===== src/cau_pkg.sv =====
package cau_pkg;

    typedef enum logic [1:0]
    {
        OP_ADD = 2'd0,
        OP_SUB = 2'd1,
        OP_MUL = 2'd2,
        OP_DIV = 2'd3
    } op_t;

    // control that travels from the front end through every divider stage
    typedef struct packed
    {
        logic valid;
        op_t  op;
        logic nan;
    } ctl_t;

endpackage


===== src/cau_div_step.sv =====
module cau_div_step #(
    parameter int W         = 32,
    parameter int FRAC_BITS = 16
) (
    input  logic                   clk,
    input  logic                   rst_n,
    input  logic                   en,
    input  cau_pkg::ctl_t          ctl_i,
    input  logic [2*W-1:0]         den_i,
    input  logic                   re_neg_i,
    input  logic                   re_cap_i,
    input  logic [2*W-1:0]         re_rem_i,
    input  logic [W+FRAC_BITS-2:0] re_qd_i,
    input  logic signed [2*W+1:0]  re_val_i,
    input  logic                   im_neg_i,
    input  logic                   im_cap_i,
    input  logic [2*W-1:0]         im_rem_i,
    input  logic [W+FRAC_BITS-2:0] im_qd_i,
    input  logic signed [2*W+1:0]  im_val_i,
    output cau_pkg::ctl_t          ctl_o,
    output logic [2*W-1:0]         den_o,
    output logic                   re_neg_o,
    output logic                   re_cap_o,
    output logic [2*W-1:0]         re_rem_o,
    output logic [W+FRAC_BITS-2:0] re_qd_o,
    output logic signed [2*W+1:0]  re_val_o,
    output logic                   im_neg_o,
    output logic                   im_cap_o,
    output logic [2*W-1:0]         im_rem_o,
    output logic [W+FRAC_BITS-2:0] im_qd_o,
    output logic signed [2*W+1:0]  im_val_o
);

    localparam int NW = 2 * W;
    localparam int VW = 2 * W + 2;
    localparam int QB = W - 1 + FRAC_BITS;

    cau_pkg::ctl_t        ctl_reg;
    logic [NW-1:0]        den_reg;
    logic                 re_neg_reg, re_cap_reg, im_neg_reg, im_cap_reg;
    logic [NW-1:0]        re_rem_reg, im_rem_reg;
    logic [QB-1:0]        re_qd_reg, im_qd_reg;
    logic signed [VW-1:0] re_val_reg, im_val_reg;

    logic [NW+QB-1:0]     re_next, im_next;

    // one restoring step: bring down the next dividend bit, shift in a quotient bit
    function automatic logic [NW+QB-1:0] step(input logic [NW-1:0] rem,
                                              input logic [QB-1:0] qd,
                                              input logic [NW-1:0] d);
        logic [NW:0] t;
        logic        ge;
        t  = {rem, qd[QB-1]};
        ge = t >= {1'b0, d};
        if (ge)
        begin
            t = t - {1'b0, d};
        end
        return {t[NW-1:0], qd[QB-2:0], ge};
    endfunction

    always_comb
    begin
        re_next = step(re_rem_i, re_qd_i, den_i);
        im_next = step(im_rem_i, im_qd_i, den_i);
    end

    always_ff @(posedge clk or negedge rst_n)
    begin
        if (!rst_n)
        begin
            ctl_reg <= '0;
        end
        else if (en)
        begin
            ctl_reg <= ctl_i;
        end
    end

    always_ff @(posedge clk)
    begin
        if (en)
        begin
            den_reg    <= den_i;
            re_neg_reg <= re_neg_i;
            re_cap_reg <= re_cap_i;
            re_val_reg <= re_val_i;
            re_rem_reg <= re_next[NW+QB-1:QB];
            re_qd_reg  <= re_next[QB-1:0];
            im_neg_reg <= im_neg_i;
            im_cap_reg <= im_cap_i;
            im_val_reg <= im_val_i;
            im_rem_reg <= im_next[NW+QB-1:QB];
            im_qd_reg  <= im_next[QB-1:0];
        end
    end

    assign ctl_o    = ctl_reg;
    assign den_o    = den_reg;
    assign re_neg_o = re_neg_reg;
    assign re_cap_o = re_cap_reg;
    assign re_rem_o = re_rem_reg;
    assign re_qd_o  = re_qd_reg;
    assign re_val_o = re_val_reg;
    assign im_neg_o = im_neg_reg;
    assign im_cap_o = im_cap_reg;
    assign im_rem_o = im_rem_reg;
    assign im_qd_o  = im_qd_reg;
    assign im_val_o = im_val_reg;

endmodule


===== config.mk =====
export PLATFORM = sky130hd
export DESIGN_NAME = cau_div_step
export DESIGN_NICKNAME = d
export VERILOG_FILES = /design/src/cau_pkg.sv /design/src/cau_div_step.sv
export SDC_FILE = /design/constraint.sdc
export NUM_CORES = 1
export LEC_CHECK = 0
export BUFFER_PORTS_ARGS = -buffer_cell sky130_fd_sc_hd__buf_2
export CAP_MARGIN = 20
export CORE_AREA = 3 3 333 335
export DETAILED_ROUTE_END_ITERATION = 8
export DIE_AREA = 0 0 336 338
export GPL_TIMING_DRIVEN = 0
export HOLD_SLACK_MARGIN = 0.02
export PLACE_DENSITY_LB_ADDON = 0.1
export SKIP_LAST_GASP = 1
export SLEW_MARGIN = 20
export SYNTH_ARGS = -nofsm -noshare
export SYNTH_HDL_FRONTEND = slang
export SYNTH_SLANG_ARGS = --single-unit

===== constraint.sdc =====
create_clock -name clk -period 0.8 [get_ports clk]
set_input_delay 0.08 -clock clk [delete_from_list [all_inputs] [get_ports clk]]
set_output_delay 0.08 -clock clk [all_outputs]
set_load 0.005 [all_outputs]

==> results of run 1 <==
[state kept, by name, summed over array words and instances (netlist names)]
register	cells
den_o	64
im_rem_o	64
re_cap_o	1
im_qd_o	47
ctl_o	4
im_cap_o	1
re_qd_o	47
re_val_o	66
re_neg_o	1
im_neg_o	1
im_val_o	66
re_rem_o	64
[power by group]
group | switching, W | internal (W) | leakage [nW]
combinational | 0.0101 | 0.00837 | 10.1
sequential | 0.000668 | 0.0274 | 4.18
clock | 0.0107 | 0.0152 | 0.909
[kinds of logic (layout without fill, tap and decap cells)]
family | Yosys count | in the layout | synth area share [%]
AOI/OAI and AO/OA | 555 | 555 | 15.3
and+or+nand+nor | 497 | 497 | 10.2
DFF | 426 | 426 | 58.1
buffers and inverters | 177 | 1612 | 3.43
adders and majority gates | 130 | 130 | 7.46
xor gates and xnor gates | 118 | 118 | 4.70
muxes | 17 | 17 | 0.870
other | 0 | 13 | 0
[cells in the mapped netlist (9+ instances only)]
cell type	instances	share of area (%)
sky130_fd_sc_hd__edfxtp_1	422	58
sky130_fd_sc_hd__a21oi_1	214	4.9
sky130_fd_sc_hd__nand2_1	189	3.2
sky130_fd_sc_hd__nor2_1	139	2.4
sky130_fd_sc_hd__ha_1	128	7.3
sky130_fd_sc_hd__o21ai_0	128	2.9
sky130_fd_sc_hd__inv_1	98	1.7
sky130_fd_sc_hd__xnor2_1	67	2.7
sky130_fd_sc_hd__xor2_1	51	2.0
sky130_fd_sc_hd__a21o_1	50	1.7
sky130_fd_sc_hd__clkbuf_1	47	0.80
sky130_fd_sc_hd__nand4_1	40	1.1
sky130_fd_sc_hd__nand3_1	30	0.68
sky130_fd_sc_hd__nor3_1	28	0.64
sky130_fd_sc_hd__o21ai_1	24	0.55
sky130_fd_sc_hd__o21bai_1	23	0.78
sky130_fd_sc_hd__nand2b_1	19	0.54
sky130_fd_sc_hd__buf_4	15	0.51
sky130_fd_sc_hd__a31oi_1	14	0.40
sky130_fd_sc_hd__buf_2	14	0.32
sky130_fd_sc_hd__o211ai_1	14	0.48
sky130_fd_sc_hd__o21a_1	14	0.48
sky130_fd_sc_hd__a211oi_1	12	0.41
sky130_fd_sc_hd__mux2_1	9	0.46
[critical path: cells and delay by family]
family | cells | cell delay, ps
AOI/OAI and AO/OA | 5 | 1260
buffers and inverters | 6 | 780
and+or+nand+nor | 3 | 700
muxes | 1 | 280
adders and majority gates | 1 | 270
[stage by stage]
stage | instance area, um^2 | hold slack [ps] | power, W | TNS [ps]
after global placement | 28500 | -117 | 0.0436 | -3548460
final | 36700 | -294 | 0.0725 | -505210
after detailed placement | 28600 | -112 | 0.0433 | -776110
after floorplan | 22500 | -216 | 0.0356 | -258740
after global routing | 36600 | -337 | 0.0761 | -555640
after CTS | 35500 | -366 | 0.0726 | -544120
[final timing paths]
check / startpoint / endpoint / slack, ps / depth (start not counted)
worst min-delay path: den_i[1] / den_o[1] / -290 / 1
max in group asynchronous: rst_n / ctl_o[1] / 300 / 3
worst min register to register: ctl_o[3] / ctl_o[3] / 510 / 1
min in group asynchronous: rst_n / ctl_o[0] / 330 / 3
worst max register to register: ctl_o[1] / ctl_o[1] / 40 / 1
worst max-delay path: den_i[26] / re_rem_o[3] / -2210 / 16
[layout make-up]
| cell class | instances | area (um^2) |
|---|---|---|
| multi-input cells | 1317 | 9730 |
| flip-flops and latches | 426 | 12800 |
| clock buffers | 60 | 1420 |
| fillers | 11200 | 71700 |
| well taps | 1414 | 1770 |
| repair buffers | 1346 | 9420 |
| diodes | 13 | 32.5 |
| clock inverters | 44 | 482 |
| plain buffers | 64 | 637 |
| inverters | 98 | 404 |
[per-layer routing]
layer	track usage (%)	up-vias	wire length [um]
met1	20.4	10300	42100
li1	-	9967	-
met3	3.98	172	6840
met5	0	-	110
met4	5.14	14	3170
met2	32.9	754	55800
[timing repair]
action / in CTS / in global routing
gates cloned: 1 / 9
gates resized for setup: 122 / 167
endpoints found under the hold margin: 483 / 75
setup endpoints to repair: 659 / 838
pin swaps: 34 / 35
buffers inserted: 35 / 21
hold buffers: 407 / 15
==> impl_metrics.toml, run 1 <==
[power_and_ir_drop]
cellPowerDensity_mw_per_mm2 = 1980
leakage_nw = 15.2
power.ir.vdd_worst_uv = 1620

[detailed_routing]
vias = 21200
vias_per_cell = 4.43
wirelength_um = 108000
detailedRoute.firstIterationViolations = 1294
drc = 0
average_detailed_routed_wire_length_per_instance_um = 22.6
route.antenna.remaining_nets = 0
drt_pre_antenna_iters = 5

[run_status]
failing_checks = "hold timing, setup timing"
outcome = "finished with violations"

[global_routing]
grt.overflow.total = 0
overall_track_demand_over_capacity_in_global_routing_pct = 17.8
via_count_of_the_first_global_routing_pass = 21900
grt_pass1_wl_um = 149000
grt_start_max_net_pins = 104
antenna_found_initial = 29

[setup_path]
worst_ep_required_time_ps = 1190
criticalPathCategory = "primary input to register"
worstSetupStartpointType = "primary input"
cp_slowest_stage_delay_ps = 520
cpMostUsedCell = "sky130_fd_sc_hd__buf_12"
cpMaxStageDelayCell = "sky130_fd_sc_hd__or4b_4"
worstSetupEndpointType = "register"
critical_path_arrival_ps = 3400
worstPathCellList = "buf_8 > clkinvlp_4 > buf_12 > ha_4 > nand2_4 > nor2_4 > or4b_4 > a211oi_4 > o311a_4 > a41o_4 > a21oi_4 > o311a_1 > buf_12 > buf_16 > buf_12 > mux2_4"
crit_fanout = 8

[clock_tree]
clock_tree.htree_level_count = 2
clock_latency_at_the_later_pin_of_the_worst_skew_pair_ps = 620
max-clock-path-buffers = 3
clock_tree.root_cell = "sky130_fd_sc_hd__clkbuf_16"
cts_made_buffers = 56
worst_setup_hold_path_clk_slew_ps = 60
cts_num_sinks = 426
tritoncts_clock_tree = "built"

[placement]
post_place_cells = 4192
finalWeightedCongestion = 0.904
hpwlAfterDp_um = 83800
detailedPlace.worstSlack_ps = -4110
port_buffers = 854

[logic_synthesis]
synth_flop_cell = "sky130_fd_sc_hd__edfxtp_1"
mappedNetlistNets = 2479
number_of_flops_mapped_to_enable_cells_by_yosys = 422
ys_seq_area_share_pct = 58.1
post_synth_instance_area_mm2 = 0.0220
yosysWarningCount = 0
synth.lib_cells_used.distinct = 73
synth.avg_cell_area_um2 = 11.5
yosys_register_bits = 426
synthCells = 1920
synthArstFlopShare_pct = 0.939

[floorplan]
floorplan.die.height_um = 338
die-width_um = 336
core-area_mm2 = 0.108
fp-row-count = 121
die_area_mm2 = 0.114
i_o_pin_total = 855
starting_utilization_of_the_core_area_pct = 20.3

[sta]
clock.fmax_mhz = 333
layout_min_cycle_time_ps = 3010
rsz0062_at_grt = "yes"
timing.hold.ws_ps = -294
fin_ws_ps = -2210
setup-violations-final = 821
maxSlewHeadroom_pct = 47.8
finalHoldViolCount = 49
worst_clock_skew_ps = 0
worstMarginPinSlew_ps = 775
finalCritPeriodShare_pct = 376
timing.final.max_slew_violations = 0

[cells_and_area]
design.final.nets = 3868
drive_above_1_share_pct = 37.7
stdcell_count = 4782
layout_common_cells = "sky130_fd_sc_hd__buf_2 (846), sky130_fd_sc_hd__edfxtp_1 (422), sky130_fd_sc_hd__dlygate4sd3_1 (422)"
area.growth.synth_to_final_pct = 66.7
share_of_the_core_filled_with_cells_pct = 33.8
layout.cells.most_common = "sky130_fd_sc_hd__buf_2"

[run]
maxCapViolations = 0

[hold_path]
hold_path_class = "primary input to register"
Note: power is estimated with default switching activity, not from simulation.
==> run 2, diff against run 1 <==
--- a/config.mk
+++ b/config.mk
@@ -7,9 +7,11 @@
 export LEC_CHECK = 0
 export BUFFER_PORTS_ARGS = -buffer_cell sky130_fd_sc_hd__buf_2
 export CAP_MARGIN = 20
-export CORE_AREA = 3 3 333 335
+export CELL_PAD_IN_SITES_DETAIL_PLACEMENT = 1
+export CELL_PAD_IN_SITES_GLOBAL_PLACEMENT = 2
+export CORE_AREA = 3 3 335 337
 export DETAILED_ROUTE_END_ITERATION = 8
-export DIE_AREA = 0 0 336 338
+export DIE_AREA = 0 0 338 340
 export GPL_TIMING_DRIVEN = 0
 export HOLD_SLACK_MARGIN = 0.02
 export PLACE_DENSITY_LB_ADDON = 0.1
==> impl_metrics.toml, run 2 (synthesis gave the netlist of run 1 again) <==
[floorplan]
die_area_mm2 = 0.115
starting_utilization_of_the_core_area_pct = 20.2
fp-row-count = 121
i_o_pin_total = 855
floorplan.die.height_um = 340
core-area_mm2 = 0.109
die-width_um = 338

[global_routing]
grt.overflow.total = 0
overall_track_demand_over_capacity_in_global_routing_pct = 20.2
grt_pass1_wl_um = 167000
antenna_found_initial = 51
via_count_of_the_first_global_routing_pass = 22900
grt_start_max_net_pins = 94

[power_and_ir_drop]
leakage_nw = 15.9
cellPowerDensity_mw_per_mm2 = 1930
clock_power_share_pct = 33.9
power.ir.vdd_worst_uv = 1550
p_sw_share_pct = 30.5
power.internal_w = 0.0515
combinationalPowerShare_pct = 28.2
pwr-share-seq_pct = 37.9
power_switching_w = 0.0226

[sta]
finalHoldViolCount = 64
fin_ws_ps = -2290
rsz0062_at_grt = "yes"
timing.final.max_slew_violations = 0
timing.hold.ws_ps = -320
clock.fmax_mhz = 324
maxSlewHeadroom_pct = 32.1
worst_clock_skew_ps = 0
worstMarginPinSlew_ps = 1010
finalCritPeriodShare_pct = 386
setup-violations-final = 792
layout_min_cycle_time_ps = 3090

[run_status]
failing_checks = "hold timing, setup timing"
outcome = "finished with violations"

[placement]
detailedPlace.worstSlack_ps = -4660
placement.cell_area_mm2 = 0.0287
post_place_cells = 4255
port_buffers = 854
finalWeightedCongestion = 0.843
hpwlAfterDp_um = 96500

[clock_tree]
cts_made_buffers = 54
clock_tree.root_cell = "sky130_fd_sc_hd__clkbuf_16"
worst_setup_hold_path_clk_slew_ps = 60
clock_latency_at_the_later_pin_of_the_worst_skew_pair_ps = 630
clock_tree.htree_level_count = 2
max-clock-path-buffers = 3
tritoncts_clock_tree = "built"
cts_num_sinks = 426

[cells_and_area]
fillCellCount = 12100
total_non_filler_cell_area_in_the_finished_layout_mm2 = 0.0383
drive_above_1_share_pct = 42.5
design.final.nets = 3885
area.growth.synth_to_final_pct = 74.2
layout.cells.most_common = "sky130_fd_sc_hd__buf_2"
layout_common_cells = "sky130_fd_sc_hd__buf_2 (806), sky130_fd_sc_hd__edfxtp_1 (422), sky130_fd_sc_hd__dlygate4sd3_1 (420)"
stdcell_count = 4867

[setup_path]
worstPathCellList = "buf_8 > clkinvlp_4 > ha_4 > nand2_8 > a211oi_4 > o211ai_1 > a41oi_4 > a21oi_4 > buf_12 > o31ai_4 > a21oi_4 > o41ai_4 > buf_6 > buf_8 > or4b_1 > o211a_1"
critPathTopFamily = "compound AO/OA/AOI/OAI gates"
critical_path.reg2reg.endpoint = "ctl_o[1]"
r2r_cells = 1
critical_path_arrival_ps = 3490
worst_ep_required_time_ps = 1200
crit_fanout = 3
cpMaxStageDelayCell = "sky130_fd_sc_hd__or4b_1"
worstSetupStartpointType = "primary input"
worstSetupEndpointType = "register"
regToRegSetupSlack_ps = 40
cp.buffers_inverters = 5
cp_slowest_stage_delay_ps = 440
criticalPathCategory = "primary input to register"
r2r-start = "ctl_o[1]"

[hold_path]
hold_path_class = "primary input to register"
holdCritStartpoint = "den_i[1]"
min_to = "den_o[1]"
min_path_cells = 1

[detailed_routing]
drt_pre_antenna_iters = 4
vias_per_cell = 4.38
vias = 21300
drc = 0
detailedRoute.firstIterationViolations = 918
route.antenna.remaining_nets = 0
wirelength_um = 123000
average_detailed_routed_wire_length_per_instance_um = 25.3

[run]
maxCapViolations = 0
run 2: changes by cell type in the layout (fill, tap and decap cells not counted), sizes merged, moves of 2 or more:
cell         before  now
clkinv           25   27
buf             943  972
dlygate4sd3     422  420
diode            13   22
clkbuf          105  102
clkinvlp         11    5
inv              99   94
run 2: worst max-delay path by stage:
stage	startpoint	to	depth (start not counted)
2_1_floorplan	den_i[30]	re_rem_o[22]	13
3_3_place_gp	en	ctl_o[2]	2
3_5_place_dp	den_i[4]	im_rem_o[26]	15
4_1_cts	den_i[4]	im_rem_o[45]	15
5_1_grt	den_i[19]	im_rem_o[45]	16
6_report	den_i[3]	im_rem_o[45]	16
run 2: metal layers:
layer / vias to the layer above / part of all wire [%] / GRT usage [%]
met5: - / 0.063 / 0
met4: 12 / 4.3 / 8.20
met3: 183 / 6.2 / 4.71
met2: 643 / 51 / 37.1
met1: 10500 / 38 / 22.1
li1: 9989 / - / -
run 2: layout make-up:
cell class,count,area (um^2),share of cell area (%)
buffer,58,659,1.72
clock inverter,34,359,0.937
antenna,22,55.1,0.144
timing repair buffer,1371,10200,26.5
tap,1476,1850,4.82
sequential,426,12800,33.3
inverter,98,404,1.05
clock buffer,65,1410,3.69
multi-input combinational,1317,10600,27.8
run 2: power by group through the flow:
| stage | registers, W | logic, W | clock network [W] |
|---|---|---|---|
| after floorplan | 0.0288 | 0.00682 | 0 |
| final | 0.0281 | 0.0209 | 0.0251 |
| after global routing | 0.0283 | 0.0225 | 0.0269 |
| after detailed placement | 0.0285 | 0.0154 | 0 |
| after CTS | 0.0281 | 0.0197 | 0.0261 |
| after global placement | 0.0288 | 0.0153 | 0 |
run 2: through the flow:
step	total power [W]	util, %	TNS, ps
after floorplan	0.0356	-	-258740
after global placement	0.0441	26.2	-3615890
after detailed placement	0.0439	26.3	-791860
after CTS	0.0740	33.8	-525270
after global routing	0.0777	35.1	-535040
final	0.0741	35.1	-487290
run 2: timing repair:
| item | CTS | global route |
|---|---|---|
| cloned | 12 | 9 |
| hold buffers | 410 | 10 |
| setup buffers | 53 | 30 |
| resized for setup | 424 | 274 |
| endpoints found under the setup margin | 677 | 859 |
| hold endpoints to repair | 484 | 74 |
| pin swaps | 76 | 57 |
==> run 3, diff against run 2 <==
==> constraint.sdc (replaced) <==
create_clock -name clk -period 0.8 [get_ports clk]
set_input_delay 0.08 -clock clk [delete_from_list [all_inputs] [get_ports clk]]
set_output_delay 0.08 -clock clk [all_outputs]
set_load 0.01 [all_outputs]
==> impl_metrics.toml, run 3 (synthesis gave the netlist of run 1 again) <==
[run_status]
outcome = "finished with violations"
failing_checks = "hold timing, setup timing"

[clock_tree]
clock_tree.root_cell = "sky130_fd_sc_hd__clkbuf_16"
worst_setup_hold_path_clk_slew_ps = 60
tritoncts_clock_tree = "built"
clock_latency_at_the_later_pin_of_the_worst_skew_pair_ps = 630
max-clock-path-buffers = 3
cts_made_buffers = 54
cts_num_sinks = 426
clock_tree.htree_level_count = 2

[sta]
timing.hold.ws_ps = -327
finalCritPeriodShare_pct = 387
clock.fmax_mhz = 323
timing.final.max_slew_violations = 0
maxSlewHeadroom_pct = 35.0
layout_min_cycle_time_ps = 3100
worstMarginPinSlew_ps = 965
tns_ps = -491390
rsz0062_at_grt = "yes"
finalHoldViolCount = 64
fin_ws_ps = -2300
worst_clock_skew_ps = 0
setup-violations-final = 774

[global_routing]
grt_pass1_wl_um = 167000
grt_util_met3_pct = 4.71
via_count_of_the_first_global_routing_pass = 22900
overall_track_demand_over_capacity_in_global_routing_pct = 20.2
grt.busiest_layer = "met2"
grt_start_max_net_pins = 94
groute.layer.met1.usage_pct = 22.1
antenna_found_initial = 51
grt.overflow.total = 0
grt.met2_usage_pct = 37.2

[setup_path]
cp_slowest_stage_delay_ps = 440
critical_path_arrival_ps = 3500
cpMaxStageDelayCell = "sky130_fd_sc_hd__or4b_1"
worstSetupStartpointType = "primary input"
crit_fanout = 3
worstPathCellList = "buf_8 > clkinvlp_4 > ha_4 > nand2_8 > a211oi_4 > o211ai_1 > a41oi_4 > a21oi_4 > buf_12 > o31ai_4 > a21oi_4 > o41ai_4 > buf_6 > buf_8 > or4b_1 > o211a_1"
criticalPathCategory = "primary input to register"
worstSetupEndpointType = "register"
worst_ep_required_time_ps = 1200

[power_and_ir_drop]
leakage_nw = 16.0
power.ir.vdd_worst_uv = 1540
fin_total_pwr_w = 0.0753
cellPowerDensity_mw_per_mm2 = 1950

[cells_and_area]
layout_common_cells = "sky130_fd_sc_hd__buf_2 (770), sky130_fd_sc_hd__edfxtp_1 (422), sky130_fd_sc_hd__dlygate4sd3_1 (420)"
stdcell_count = 4865
drive_above_1_share_pct = 42.5
design.final.nets = 3885
layout.cells.most_common = "sky130_fd_sc_hd__buf_2"
share_of_the_core_filled_with_cells_pct = 35.3
area.growth.synth_to_final_pct = 75.2
total_non_filler_cell_area_in_the_finished_layout_mm2 = 0.0385

[placement]
post_place_cells = 4255
port_buffers = 854
placement.cell_area_mm2 = 0.0287
finalWeightedCongestion = 0.843
hpwlAfterDp_um = 96500

[floorplan]
floorplan.die.height_um = 340
starting_utilization_of_the_core_area_pct = 20.2
core-area_mm2 = 0.109
i_o_pin_total = 855
fp-row-count = 121
die_area_mm2 = 0.115
die-width_um = 338

[hold_path]
hold_path_class = "primary input to register"

[detailed_routing]
wirelength_um = 123000
vias_per_cell = 4.39
average_detailed_routed_wire_length_per_instance_um = 25.3
detailedRoute.firstIterationViolations = 878
drt_pre_antenna_iters = 5
route.antenna.remaining_nets = 0
vias = 21400
drc = 0

[run]
maxCapViolations = 0
[run 3: power by group]
part	switching [W]	internal (W)	total [W]
clock network	0.0106	0.0145	0.0251
logic	0.0122	0.00980	0.0220
registers	0.000767	0.0274	0.0282
total	0.0235	0.0518	0.0753
[run 3: per-stage QoR]
step	hold slack [ps]	setup WS [ps]
2_1_floorplan	-216	-2100
3_3_place_gp	-101	-7890
3_5_place_dp	-99.2	-4660
4_1_cts	-361	-2360
5_1_grt	-371	-2280
6_report	-327	-2300
[run 3: area by class of cell]
| class | instances | area [um^2] |
|---|---|---|
| Tap cell | 1476 | 1850 |
| Inverter | 98 | 404 |
| Antenna cell | 20 | 50.0 |
| Timing Repair Buffer | 1371 | 10400 |
| Multi-Input combinational cell | 1317 | 10600 |
| Fill cell | 12100 | 70600 |
| Clock buffer | 65 | 1410 |
| Buffer | 58 | 659 |
| Clock inverter | 34 | 359 |
| Sequential cell | 426 | 12800 |
[run 3: worst paths after layout]
check / from / end / cells past startpoint / slack (ps)
setup / recovery: den_i[3] / im_rem_o[45] / 16 / -2300
hold / removal: den_i[1] / den_o[1] / 1 / -330
setup reg to reg: ctl_o[1] / ctl_o[1] / 1 / 40
hold reg to reg: ctl_o[0] / ctl_o[0] / 1 / 500
max in group asynchronous: rst_n / ctl_o[0] / 3 / 200
min in group asynchronous: rst_n / ctl_o[1] / 3 / 430
[run 3: routing by layer]
metal | up-vias | share of wire [%]
met1 | 10500 | 38
met5 | - | 0.063
li1 | 9997 | -
met4 | 12 | 4.2
met2 | 658 | 52
met3 | 185 | 6.1
[run 3: worst max-delay path: cells and delay by family]
| kind | cells | cell delay (ps) |
|---|---|---|
| AOI/OAI and AO/OA | 8 | 1920 |
| and+or+nand+nor | 2 | 510 |
| buffers and inverters | 5 | 660 |
| adders and majority gates | 1 | 320 |
[run 3: repair_timing]
| action | 4_1_cts | 5_1_grt |
|---|---|---|
| hold endpoints to repair | 484 | 74 |
| setup endpoints to repair | 677 | 859 |
| pin swaps | 76 | 57 |
| resized for setup | 474 | 288 |
| setup buffers | 53 | 30 |
| hold buffers | 410 | 10 |
| cloned | 12 | 9 |
